<file path="src/hw/rtl/ece_pkg.sv">
// ----------------------------------------------------------------------------
// ece_pkg: shared types and constants of the escape codec
// Token text, token lengths, escaped characters and the command word that
// travels from the classifier to the byte emitter.
// ----------------------------------------------------------------------------
`default_nettype none

package ece_pkg;

	localparam int unsigned NumTok = 4;
	localparam int unsigned TokMax = 9;

	localparam logic [7:0] LT_CHAR = 8'h3C;  // '<'

	// token text, unused tail positions are zero
	localparam logic [7:0] TOK_TEXT [NumTok][TokMax] = '{
		'{"<", "p", "o", "u", "n", "d", ">", 8'h00, 8'h00},
		'{"<", "p", "e", "r", "c", "e", "n", "t", ">"},
		'{"<", "a", "n", "d", ">", 8'h00, 8'h00, 8'h00, 8'h00},
		'{"<", "d", "o", "l", "l", "a", "r", ">", 8'h00}
	};

	localparam logic [3:0] TOK_LEN [NumTok] = '{4'd7, 4'd9, 4'd5, 4'd8};

	localparam logic [7:0] TOK_CHAR [NumTok] = '{"#", "%", "&", "$"};

	// one command: the first n bytes of a token, then an optional literal
	typedef struct packed {
		logic [1:0] tok;
		logic [3:0] n;
		logic       lit_en;
		logic [7:0] lit;
		logic       eom;
	} ece_cmd_t;

	// byte of token k at position pos, zero past the end of the table
	function automatic logic [7:0] tok_byte(input logic [1:0] k, input logic [3:0] pos);
		logic [7:0] res;
		res = 8'h00;
		if (pos < 4'(TokMax)) begin
			res = TOK_TEXT[k][pos];
		end
		return res;
	endfunction

	// lowest set bit of a token mask
	function automatic logic [1:0] first_tok(input logic [3:0] mask);
		logic [1:0] res;
		priority casez (mask)
			4'b???1: res = 2'd0;
			4'b??10: res = 2'd1;
			4'b?100: res = 2'd2;
			4'b1000: res = 2'd3;
			default: res = 2'd0;
		endcase
		return res;
	endfunction

endpackage

`default_nettype wire

</file>
<file path="src/hw/rtl/ece_in_if.sv">
// ----------------------------------------------------------------------------
// ece_in_if: input text channel
// Valid/ready channel carrying one text byte and its end of message mark.
// ----------------------------------------------------------------------------
`default_nettype none

interface ece_in_if;
	logic       valid;
	logic       ready;
	logic [7:0] in_byte;
	logic       end_of_message;

	modport source(output valid, output in_byte, output end_of_message, input ready);
	modport sink(input valid, input in_byte, input end_of_message, output ready);
endinterface

`default_nettype wire

</file>
<file path="src/hw/rtl/ece_out_if.sv">
// ----------------------------------------------------------------------------
// ece_out_if: output text channel
// Valid/ready channel carrying one converted byte and its last flags.
// ----------------------------------------------------------------------------
`default_nettype none

interface ece_out_if;
	logic       valid;
	logic       ready;
	logic [7:0] out_byte;
	logic       run_last;
	logic       message_last;

	modport source(output valid, output out_byte, output run_last, output message_last,
		input ready);
	modport sink(input valid, input out_byte, input run_last, input message_last,
		output ready);
endinterface

`default_nettype wire

</file>
<file path="src/hw/rtl/ece_cfg_if.sv">
// ----------------------------------------------------------------------------
// ece_cfg_if: configuration write channel
// Valid/ready channel carrying the mode register write data.
// ----------------------------------------------------------------------------
`default_nettype none

interface ece_cfg_if;
	logic valid;
	logic ready;
	logic decode_mode;

	modport source(output valid, output decode_mode, input ready);
	modport sink(input valid, input decode_mode, output ready);
endinterface

`default_nettype wire

</file>
<file path="src/hw/rtl/ece_front.sv">
// ----------------------------------------------------------------------------
// ece_front: byte classifier
// Accepts one word a cycle while the command queue has room, tracks the held
// prefix as a length and a mask of still matching tokens, and turns each word into at most one command.
// ----------------------------------------------------------------------------
`default_nettype none

module ece_front (
	input  wire logic            clk,
	input  wire logic            arst_n,
	ece_in_if.sink               feed,
	ece_cfg_if.sink              cfg,
	input  wire logic            cmd_full,
	output      logic            cmd_push,
	output      ece_pkg::ece_cmd_t cmd
);

	logic       mode_q;
	logic [3:0] hold_len_q;
	logic [3:0] alive_q;
	logic [3:0] hold_len_d;
	logic [3:0] alive_d;
	logic [3:0] match;
	logic [3:0] full;
	logic [3:0] enc_hit;
	logic       accept;

	assign feed.ready = !cmd_full;
	assign cfg.ready  = 1'b1;
	assign accept     = feed.valid && feed.ready;

	// compare the word against every token at the held position
	always_comb begin
		for (int j = 0; j < ece_pkg::NumTok; j++) begin
			match[j] = alive_q[j] && (hold_len_q < ece_pkg::TOK_LEN[j]) &&
				(ece_pkg::tok_byte(2'(j), hold_len_q) == feed.in_byte);
			full[j] = match[j] && ((hold_len_q + 4'd1) == ece_pkg::TOK_LEN[j]);
			enc_hit[j] = (feed.in_byte == ece_pkg::TOK_CHAR[j]);
		end
	end

	// build the command and the next hold state
	always_comb begin
		logic fresh;
		fresh      = 1'b0;
		cmd.tok    = 2'd0;
		cmd.n      = 4'd0;
		cmd.lit_en = 1'b0;
		cmd.lit    = feed.in_byte;
		cmd.eom    = feed.end_of_message;
		hold_len_d = hold_len_q;
		alive_d    = alive_q;
		if (!mode_q) begin
			if (|enc_hit) begin
				cmd.tok = ece_pkg::first_tok(enc_hit);
				cmd.n   = ece_pkg::TOK_LEN[ece_pkg::first_tok(enc_hit)];
			end else begin
				cmd.lit_en = 1'b1;
			end
		end else begin
			if (hold_len_q != 4'd0) begin
				priority if (|full) begin
					cmd.lit_en = 1'b1;
					cmd.lit    = ece_pkg::TOK_CHAR[ece_pkg::first_tok(full)];
					hold_len_d = 4'd0;
					alive_d    = 4'd0;
				end else if (|match) begin
					hold_len_d = hold_len_q + 4'd1;
					alive_d    = match;
				end else begin
					cmd.n   = hold_len_q;
					cmd.tok = ece_pkg::first_tok(alive_q);
					fresh   = 1'b1;
				end
			end else begin
				fresh = 1'b1;
			end
			if (fresh) begin
				if (feed.in_byte == ece_pkg::LT_CHAR) begin
					hold_len_d = 4'd1;
					alive_d    = 4'hF;
				end else begin
					cmd.lit_en = 1'b1;
					hold_len_d = 4'd0;
					alive_d    = 4'd0;
				end
			end
			// flush whatever is held at end of message
			if (feed.end_of_message && hold_len_d != 4'd0) begin
				if (cmd.n != 4'd0) begin
					cmd.lit_en = 1'b1;
					cmd.lit    = ece_pkg::LT_CHAR;
				end else begin
					cmd.n   = hold_len_d;
					cmd.tok = ece_pkg::first_tok(alive_d);
				end
				hold_len_d = 4'd0;
				alive_d    = 4'd0;
			end
		end
	end

	assign cmd_push = accept && ((cmd.n != 4'd0) || cmd.lit_en);

	// mode register and hold state; a mode write drops the hold
	always_ff @(posedge clk or negedge arst_n) begin
		if (!arst_n) begin
			mode_q     <= 1'b0;
			hold_len_q <= 4'd0;
			alive_q    <= 4'd0;
		end else if (cfg.valid) begin
			mode_q     <= cfg.decode_mode;
			hold_len_q <= 4'd0;
			alive_q    <= 4'd0;
		end else if (accept) begin
			hold_len_q <= hold_len_d;
			alive_q    <= alive_d;
		end
	end

`ifndef SYNTH
	a_hold_depth: assert property (@(posedge clk) disable iff (!arst_n)
		hold_len_q <= 4'd8)
		else $error("hold length beyond eight bytes");
	a_hold_alive: assert property (@(posedge clk) disable iff (!arst_n)
		hold_len_q != 4'd0 |-> alive_q != 4'd0)
		else $error("held prefix matches no token");
`endif

endmodule

`default_nettype wire

</file>
<file path="src/hw/rtl/ece_cmd_fifo.sv">
// ----------------------------------------------------------------------------
// ece_cmd_fifo: command queue
// Short first-in first-out queue between classifier and emitter.
// ----------------------------------------------------------------------------
`default_nettype none

module ece_cmd_fifo #(
	parameter int unsigned Depth = 4
) (
	input  wire logic              clk,
	input  wire logic              arst_n,
	input  wire logic              push,
	input  wire ece_pkg::ece_cmd_t wr_cmd,
	input  wire logic              pop,
	output      ece_pkg::ece_cmd_t rd_cmd,
	output      logic              full,
	output      logic              empty
);

	localparam int unsigned PtrW = (Depth > 1) ? $clog2(Depth) : 1;
	localparam int unsigned CntW = $clog2(Depth + 1);

	ece_pkg::ece_cmd_t slot_q [Depth];
	logic [PtrW-1:0]   wr_ptr_q;
	logic [PtrW-1:0]   rd_ptr_q;
	logic [CntW-1:0]   count_q;

	assign full   = (count_q == CntW'(Depth));
	assign empty  = (count_q == '0);
	assign rd_cmd = slot_q[rd_ptr_q];

	// hold pushed commands
	always_ff @(posedge clk) begin
		if (push) begin
			slot_q[wr_ptr_q] <= wr_cmd;
		end
	end

	// advance pointers and occupancy
	always_ff @(posedge clk or negedge arst_n) begin
		if (!arst_n) begin
			wr_ptr_q <= '0;
			rd_ptr_q <= '0;
			count_q  <= '0;
		end else begin
			if (push) begin
				wr_ptr_q <= (wr_ptr_q == PtrW'(Depth - 1)) ? '0 : wr_ptr_q + 1'b1;
			end
			if (pop) begin
				rd_ptr_q <= (rd_ptr_q == PtrW'(Depth - 1)) ? '0 : rd_ptr_q + 1'b1;
			end
			if (push && !pop) begin
				count_q <= count_q + 1'b1;
			end else if (pop && !push) begin
				count_q <= count_q - 1'b1;
			end
		end
	end

endmodule

`default_nettype wire

</file>
<file path="src/hw/rtl/ece_back.sv">
// ----------------------------------------------------------------------------
// ece_back: byte emitter
// Walks the head command one byte a cycle, while result is not stalled, into
// the output register: token bytes first, then the literal.
// ----------------------------------------------------------------------------
`default_nettype none

module ece_back (
	input  wire logic              clk,
	input  wire logic              arst_n,
	input  wire ece_pkg::ece_cmd_t head,
	input  wire logic              head_valid,
	output      logic              pop,
	ece_out_if.source              result
);

	logic [3:0] pos_q;
	logic [3:0] total;
	logic       last;
	logic [7:0] cur_byte;
	logic       adv;
	logic       ov_q;
	logic [7:0] byte_q;
	logic       run_last_q;
	logic       msg_last_q;

	assign total    = head.n + {3'd0, head.lit_en};
	assign last     = ((pos_q + 4'd1) == total);
	assign cur_byte = (pos_q < head.n) ? ece_pkg::tok_byte(head.tok, pos_q) : head.lit;
	assign adv      = head_valid && (!ov_q || result.ready);
	assign pop      = adv && last;

	// output register and byte position
	always_ff @(posedge clk or negedge arst_n) begin
		if (!arst_n) begin
			ov_q  <= 1'b0;
			pos_q <= 4'd0;
		end else if (adv) begin
			ov_q  <= 1'b1;
			pos_q <= last ? 4'd0 : pos_q + 4'd1;
		end else if (result.ready) begin
			ov_q <= 1'b0;
		end
	end

	always_ff @(posedge clk) begin
		if (adv) begin
			byte_q     <= cur_byte;
			run_last_q <= last;
			msg_last_q <= last && head.eom;
		end
	end

	assign result.valid        = ov_q;
	assign result.out_byte     = byte_q;
	assign result.run_last     = run_last_q;
	assign result.message_last = msg_last_q;

`ifndef SYNTH
	a_pos_in_cmd: assert property (@(posedge clk) disable iff (!arst_n)
		head_valid |-> pos_q < total)
		else $error("byte position past end of command");
	a_msg_last_run: assert property (@(posedge clk) disable iff (!arst_n)
		ov_q && msg_last_q |-> run_last_q)
		else $error("message end on a word that does not end its run");
`endif

endmodule

`default_nettype wire

</file>
<file path="src/hw/rtl/char_escape_codec.sv">
// ----------------------------------------------------------------------------
// char_escape_codec: byte stream escape encoder and decoder
// Escapes '#', '%', '&', '$' into text tokens or restores them from tokens.
// ----------------------------------------------------------------------------
// Channels: feed takes one text byte a word with its end of message mark;
// result gives converted bytes with run_last on the last byte that a feed
// word caused and message_last on the final byte of a message. cfg writes
// decode_mode (0 encode, 1 decode); a write also drops any held prefix and
// is expected only while the block is idle.
// A word's command passes the command queue and then the output register
// before its first result byte is valid. Throughput, while result is ready:
// one feed word a cycle while each word makes at most one byte; the emitter
// gives one byte a cycle, walking a token expansion or flush of up to nine bytes. CmdDepth
// commands queue between classifier and emitter; feed.ready drops when the
// queue is full. In decode mode a word that only extends a held prefix
// gives no result.
// Reset: encode mode, nothing held, queue and output register empty.
// A stall on result holds the output register and fills the queue, then
// backs up into feed.
// ----------------------------------------------------------------------------
`default_nettype none

module char_escape_codec #(
	parameter int unsigned CmdDepth = 4
) (
	input  wire logic clk,
	input  wire logic arst_n,
	ece_in_if.sink    feed,
	ece_cfg_if.sink   cfg,
	ece_out_if.source result
);

	ece_pkg::ece_cmd_t push_cmd;
	ece_pkg::ece_cmd_t head_cmd;
	logic              cmd_push;
	logic              cmd_pop;
	logic              cmd_full;
	logic              cmd_empty;

	// classify incoming words
	ece_front u_front (
		.clk      (clk),
		.arst_n   (arst_n),
		.feed     (feed),
		.cfg      (cfg),
		.cmd_full (cmd_full),
		.cmd_push (cmd_push),
		.cmd      (push_cmd)
	);

	// queue commands
	ece_cmd_fifo #(
		.Depth (CmdDepth)
	) u_fifo (
		.clk    (clk),
		.arst_n (arst_n),
		.push   (cmd_push),
		.wr_cmd (push_cmd),
		.pop    (cmd_pop),
		.rd_cmd (head_cmd),
		.full   (cmd_full),
		.empty  (cmd_empty)
	);

	// emit bytes
	ece_back u_back (
		.clk        (clk),
		.arst_n     (arst_n),
		.head       (head_cmd),
		.head_valid (!cmd_empty),
		.pop        (cmd_pop),
		.result     (result)
	);

endmodule

`default_nettype wire
</file>
<file path="src/flat_wrapper.sv">
// flat-port wrapper written by rule: the top's interface ports become plain ports
module char_escape_codec_flat 
#(
	parameter int unsigned CmdDepth = 4
)
  (clk, arst_n, feed_valid, feed_in_byte, feed_end_of_message, feed_ready, cfg_valid, cfg_decode_mode, cfg_ready, result_valid, result_out_byte, result_run_last, result_message_last, result_ready);
  ece_in_if feed_i ();
  ece_cfg_if cfg_i ();
  ece_out_if result_i ();
  input  wire logic clk;
  input  wire logic arst_n;
  input wire logic [$bits(feed_i.valid)-1:0] feed_valid;
  input wire logic [$bits(feed_i.in_byte)-1:0] feed_in_byte;
  input wire logic [$bits(feed_i.end_of_message)-1:0] feed_end_of_message;
  output wire logic [$bits(feed_i.ready)-1:0] feed_ready;
  input wire logic [$bits(cfg_i.valid)-1:0] cfg_valid;
  input wire logic [$bits(cfg_i.decode_mode)-1:0] cfg_decode_mode;
  output wire logic [$bits(cfg_i.ready)-1:0] cfg_ready;
  output wire logic [$bits(result_i.valid)-1:0] result_valid;
  output wire logic [$bits(result_i.out_byte)-1:0] result_out_byte;
  output wire logic [$bits(result_i.run_last)-1:0] result_run_last;
  output wire logic [$bits(result_i.message_last)-1:0] result_message_last;
  input wire logic [$bits(result_i.ready)-1:0] result_ready;
  assign feed_i.valid = feed_valid;
  assign feed_i.in_byte = feed_in_byte;
  assign feed_i.end_of_message = feed_end_of_message;
  assign feed_ready = feed_i.ready;
  assign cfg_i.valid = cfg_valid;
  assign cfg_i.decode_mode = cfg_decode_mode;
  assign cfg_ready = cfg_i.ready;
  assign result_valid = result_i.valid;
  assign result_out_byte = result_i.out_byte;
  assign result_run_last = result_i.run_last;
  assign result_message_last = result_i.message_last;
  assign result_i.ready = result_ready;
  char_escape_codec #(.CmdDepth(CmdDepth)) u_core (.clk(clk), .arst_n(arst_n), .feed(feed_i), .cfg(cfg_i), .result(result_i));
endmodule
</file>
<file path="config.mk">
export PLATFORM = sky130hd
export DESIGN_NAME = char_escape_codec_flat
export DESIGN_NICKNAME = d
export VERILOG_FILES = /design/src/hw/rtl/ece_pkg.sv /design/src/hw/rtl/ece_in_if.sv /design/src/hw/rtl/ece_out_if.sv /design/src/hw/rtl/ece_cfg_if.sv /design/src/hw/rtl/ece_front.sv /design/src/hw/rtl/ece_cmd_fifo.sv /design/src/hw/rtl/ece_back.sv /design/src/hw/rtl/char_escape_codec.sv /design/src/flat_wrapper.sv
export SDC_FILE = /design/constraint.sdc
export NUM_CORES = 1
export LEC_CHECK = 0
export BUFFER_PORTS_ARGS = -buffer_cell sky130_fd_sc_hd__buf_4
export CORE_AREA = 2 2 127 129
export CTS_BUF_LIST = sky130_fd_sc_hd__clkbuf_8
export CTS_CLUSTER_SIZE = 14
export DETAILED_ROUTE_END_ITERATION = 10
export DIE_AREA = 0 0 129 131
export GPL_ROUTABILITY_DRIVEN = 0
export GPL_TIMING_DRIVEN = 0
export PLACE_DENSITY = 0.64
export SLEW_MARGIN = 15
export SYNTH_ARGS = -nofsm -noshare
export SYNTH_HDL_FRONTEND = slang
export SYNTH_SLANG_ARGS = --single-unit
export TNS_END_PERCENT = 100
</file>
<file path="constraint.sdc">
create_clock -name clk -period 7.5 [get_ports clk]
set_clock_uncertainty 0.1 [all_clocks]
set_input_delay 0.375 -clock clk [delete_from_list [all_inputs] [get_ports clk]]
set_output_delay 0.375 -clock clk [all_outputs]
set_load 0.005 [all_outputs]
</file>
==> results.md <==
* Rows at 46
* Quantity of gates resized following cts at 0
* Combinational family with the most area after synthesis: simple AND/OR/NAND/NOR gates
* Synth-to-layout area growth at 11.1%
* Max-Slew Margin vs Limit at 42.0%
* Count of input and output buffers at 23
* Worst Max-Slew Pin Slew at 0.870 ns
* Fin crit share at 77.8%
* Htree depth at 3
* Number of nets with antenna violations after detailed routing at 0
* Portion of netlist area occupied by mux cells at 9.44%
* Data required time of the worst path at 7.70 ns
* Insertion delay of the later-clocked pin in the worst-skew pair at 0.37 ns
* Sequential cell area fraction in the yosys report at 44.7%
* XOR/XNOR share of the synthesized area at 2.99%
* IO Pins at 28
* Half-perimeter wire length of the detailed placement result at 11.0 mm
* Commonest cells after routing, fill and taps aside: sky130_fd_sc_hd__edfxtp_1 (74), sky130_fd_sc_hd__nand2_1 (43), sky130_fd_sc_hd__inv_1 (29), sky130_fd_sc_hd__nor2_1 (29), sky130_fd_sc_hd__ha_1 (29)
* Tightest Hold Check Type: in -> reg
* GRT Total Usage at 18.5%
* Die boundary width at 129 microns
* Worst setup EP type: flip-flop
* Post-DR vias/cell at 5.80
* Dpl cells at 805
* Result of the run: finished clean
* Post-route cell area at 6830 sq um
* Core footprint at 15600 sq um
* Cell Area, Placed at 6590 sq um
* Unrepaired setup endpoints after global routing: no
* Pin count of the biggest net entering global routing at 22
* Maximum fanout count along the critical path at 10
* Flip-flop cell with the highest count after synthesis: sky130_fd_sc_hd__edfxtp_1
* Synthesized-area fraction occupied by ao, oa, aoi and oai cells at 15.1%
* Final cell count without fillers at 822
* Post-detailed-route DRC marker count at 0
* Iteration count of the initial detailed-routing pass at 5
* Count of max-cap constraint violations at 0
* Clock-pin slew reported for the worst setup and hold paths after clock tree synthesis at 0.09 ns
* Final Hold Viols at 0
* Total negative setup slack at 0 ns
* Synthesized instance count at 566
* Wire length after detailed routing at 15.0 mm
* Post-synth EDFFs at 74
* Synth Area in Adders at 6.23%
* Final net count at 646
* Clock net sink count at 95
* Bufs on Longest Clock Path at 2
* Synth unique cells at 79
* Pre-CTS setup slack at 1.76 ns
* Clock tree from TritonCTS: built
* Post-synthesis share of cell area spent on and, or, nand and nor gates at 16.5%
* Layout filler cell count at 1445
* DR vias at 4764
* FMAX at 0.171 GHz
* Utilization after layout at 43.8%
* Overall die area at 16900 sq um
* Number of global-route vias before repair at 4760
* Global-route wire length before repair at 24.5 mm
* Initial antenna violation count at 0
* Share of layout cells above drive strength 1 at 15.5%
* Total clock buffers created by CTS at 9
* Yosys warns at 0
* Clock tree root driver cell: sky130_fd_sc_hd__clkbuf_8
* WS Path Type: reg -> reg
* Starting Density at 39.4%
* Floorplan die height at 131 microns
* Max rail drop VDD at 0.000123 V
* Pwr Density at 291 nW/um^2
* Pins Over Slew Limit at 0
* Netlist area before placement at 6150 sq um
* Wire length per cell at 18.3 microns
* P_leak at 2.50 nW
* 1st-iter DRT viols at 340
* Leading cell type in the layout, fill and taps excluded: sky130_fd_sc_hd__edfxtp_1
* Crit path setup slack, layout at 1.67 ns
* Arrival time worst endpoint at 6.03 ns
* FF+latch count, synth at 95
* Ant. Diodes at 0
* Net count after synthesis at 611
* Average footprint of a synthesized cell at 10.9 sq um
* Async set-or-reset flop fraction in the synthesized netlist at 22.1%
* Final number of setup-violating endpoints at 0
* Shortest clock period the worst path allows after layout at 5.83 ns
* Number of setup buffers added after CTS at 0
* Total global routing overflow at 0
* Kind of launch point of the worst setup path: flip-flop
==> area by class of cell <==
class                           instances  area, sq um  area share, %
Multi-Input combinational cell        401         3100           45.3
Sequential cell                        95         2750           40.2
Tap cell                              216          270           3.96
Buffer                                 39          186           2.73
Timing Repair Buffer                   24          183           2.67
Clock buffer                           10          138           2.02
Inverter                               31          119           1.74
Clock inverter                          6         90.1           1.32
==> synth_stat cells, types with 3 or more instances <==
| cell | number | area share (%) |
|---|---|---|
| sky130_fd_sc_hd__o21ai_0 | 21 | 1.7 |
| sky130_fd_sc_hd__o211ai_1 | 6 | 0.73 |
| sky130_fd_sc_hd__a21o_1 | 9 | 1.1 |
| sky130_fd_sc_hd__nor3_1 | 9 | 0.73 |
| sky130_fd_sc_hd__nor2_1 | 29 | 1.8 |
| sky130_fd_sc_hd__and2_1 | 8 | 0.81 |
| sky130_fd_sc_hd__nor2b_1 | 3 | 0.31 |
| sky130_fd_sc_hd__o22ai_1 | 7 | 0.71 |
| sky130_fd_sc_hd__buf_1 | 4 | 0.24 |
| sky130_fd_sc_hd__nand3b_1 | 4 | 0.49 |
| sky130_fd_sc_hd__nand3_1 | 19 | 1.5 |
| sky130_fd_sc_hd__inv_1 | 29 | 1.8 |
| sky130_fd_sc_hd__xor2_1 | 9 | 1.3 |
| sky130_fd_sc_hd__mux2_2 | 8 | 1.5 |
| sky130_fd_sc_hd__or4_1 | 4 | 0.49 |
| sky130_fd_sc_hd__edfxtp_1 | 74 | 36 |
| sky130_fd_sc_hd__nor4_1 | 8 | 0.81 |
| sky130_fd_sc_hd__a21boi_0 | 3 | 0.37 |
| sky130_fd_sc_hd__dfrtp_1 | 21 | 8.5 |
| sky130_fd_sc_hd__clkbuf_1 | 23 | 1.4 |
| sky130_fd_sc_hd__nand2_1 | 43 | 2.6 |
| sky130_fd_sc_hd__or2_2 | 3 | 0.31 |
| sky130_fd_sc_hd__a31oi_1 | 7 | 0.71 |
| sky130_fd_sc_hd__a21oi_1 | 25 | 2.0 |
| sky130_fd_sc_hd__or3_1 | 8 | 0.81 |
| sky130_fd_sc_hd__or3b_1 | 3 | 0.43 |
| sky130_fd_sc_hd__nor3b_1 | 5 | 0.61 |
| sky130_fd_sc_hd__nand4b_1 | 4 | 0.57 |
| sky130_fd_sc_hd__a211oi_1 | 7 | 0.85 |
| sky130_fd_sc_hd__o2111ai_1 | 3 | 0.43 |
| sky130_fd_sc_hd__buf_2 | 5 | 0.41 |
| sky130_fd_sc_hd__ha_1 | 29 | 5.9 |
| sky130_fd_sc_hd__a41oi_1 | 4 | 0.57 |
| sky130_fd_sc_hd__mux2i_1 | 10 | 1.6 |
| sky130_fd_sc_hd__buf_4 | 5 | 0.61 |
| sky130_fd_sc_hd__mux4_2 | 16 | 5.9 |
| sky130_fd_sc_hd__o21a_1 | 4 | 0.49 |
| sky130_fd_sc_hd__a22o_1 | 6 | 0.85 |
| sky130_fd_sc_hd__nand4_1 | 5 | 0.51 |
| sky130_fd_sc_hd__nand2b_1 | 17 | 1.7 |
| sky130_fd_sc_hd__xnor2_1 | 12 | 1.7 |
==> logic make-up after synthesis <==
| group | Yosys count |
|---|---|
| buffers and inverters | 70 |
| AO/OA/AOI/OAI | 129 |
| flip-flops | 95 |
| AND/OR/NAND/NOR | 184 |
| other | 1 |
| adder cells (fa/ha/maj) | 30 |
| multiplexers | 36 |
| XOR/XNOR | 21 |
==> where the power goes <==
| group | internal [mW] | switching, mW | total (mW) |
|---|---|---|---|
| combinational | 0.363 | 0.473 | 0.836 |
| clock | 0.199 | 0.181 | 0.380 |
| sequential | 0.727 | 0.0467 | 0.774 |
| total | 1.29 | 0.701 | 1.99 |
==> worst paths after layout <==
check | start | to | slack, ns | depth (start not counted)
max reg2reg | u_core.u_front.hold_len_q[0] | u_core.u_fifo.count_q[2] | 1.67 | 23
max in group asynchronous | arst_n | u_core.u_front.hold_len_q[2] | 6.75 | 2
min reg2reg | u_core.u_back.result.valid | u_core.u_back.result.valid | 0.40 | 2
max | u_core.u_front.hold_len_q[0] | u_core.u_fifo.count_q[2] | 1.67 | 23
min | result_ready | u_core.u_back.result.valid | 0.15 | 4
min in group asynchronous | arst_n | u_core.u_back.pos_q[0] | 0.31 | 2
==> worst max-delay path, cell delays in order (launching register included) <==
cell and delay (ns):
sky130_fd_sc_hd__dfrtp_1 0.56, sky130_fd_sc_hd__buf_2 0.31, sky130_fd_sc_hd__inv_1 0.15, sky130_fd_sc_hd__ha_1 0.25
sky130_fd_sc_hd__clkbuf_1 0.25, sky130_fd_sc_hd__or3_1 0.39, sky130_fd_sc_hd__a221oi_2 0.25, sky130_fd_sc_hd__a21oi_1 0.09
sky130_fd_sc_hd__or4_1 0.51, sky130_fd_sc_hd__buf_2 0.19, sky130_fd_sc_hd__nand4_4 0.17, sky130_fd_sc_hd__inv_4 0.09
sky130_fd_sc_hd__ha_1 0.24, sky130_fd_sc_hd__nor2_1 0.16, sky130_fd_sc_hd__nand3_1 0.13, sky130_fd_sc_hd__o31ai_2 0.42
sky130_fd_sc_hd__or4_1 0.21, sky130_fd_sc_hd__o211a_4 0.22, sky130_fd_sc_hd__ha_1 0.19, sky130_fd_sc_hd__inv_1 0.06
sky130_fd_sc_hd__fa_1 0.37, sky130_fd_sc_hd__xor2_1 0.17, sky130_fd_sc_hd__nor2_1 0.11, sky130_fd_sc_hd__xor2_1 0.15
==> what timing repair did <==
| action | 4_1_cts | 5_1_grt |
|---|---|---|
| endpoints found under the hold margin | 21 | 0 |
| hold buffers | 1 | 0 |
| endpoints found under the setup margin | 0 | 0 |
==> through the flow <==
step                total power [mW]  hold WS, ns
finish                          1.99        0.146
global route                    2.14        0.136
CTS                             2.01        0.117
detailed placement              1.63        0.181
global placement                1.59        0.178
floorplan                       1.39      -0.0206
==> flip-flops by register name, summed over array words and instances, names as in the netlist <==
name,count
u_core.u_back.pos_q,4
u_core.u_back.result.message_last,1
u_core.u_back.result.out_byte,8
u_core.u_back.result.run_last,1
u_core.u_back.result.valid,1
u_core.u_fifo.count_q,3
u_core.u_fifo.rd_ptr_q,2
u_core.u_fifo.slot_q,64
u_core.u_fifo.wr_ptr_q,2
u_core.u_front.alive_q,4
u_core.u_front.hold_len_q,4
u_core.u_front.mode_q,1
==> per-layer routing <==
metal	routed length (microns)	vias to the layer above	global-route usage, %
li1	-	2200	-
met1	6260	2315	22.8
met2	7430	202	32.4
met3	863	47	2.93
met4	470	0	7.99
met5	0	-	0
No activity file was read; power rests on OpenSTA's default activity.
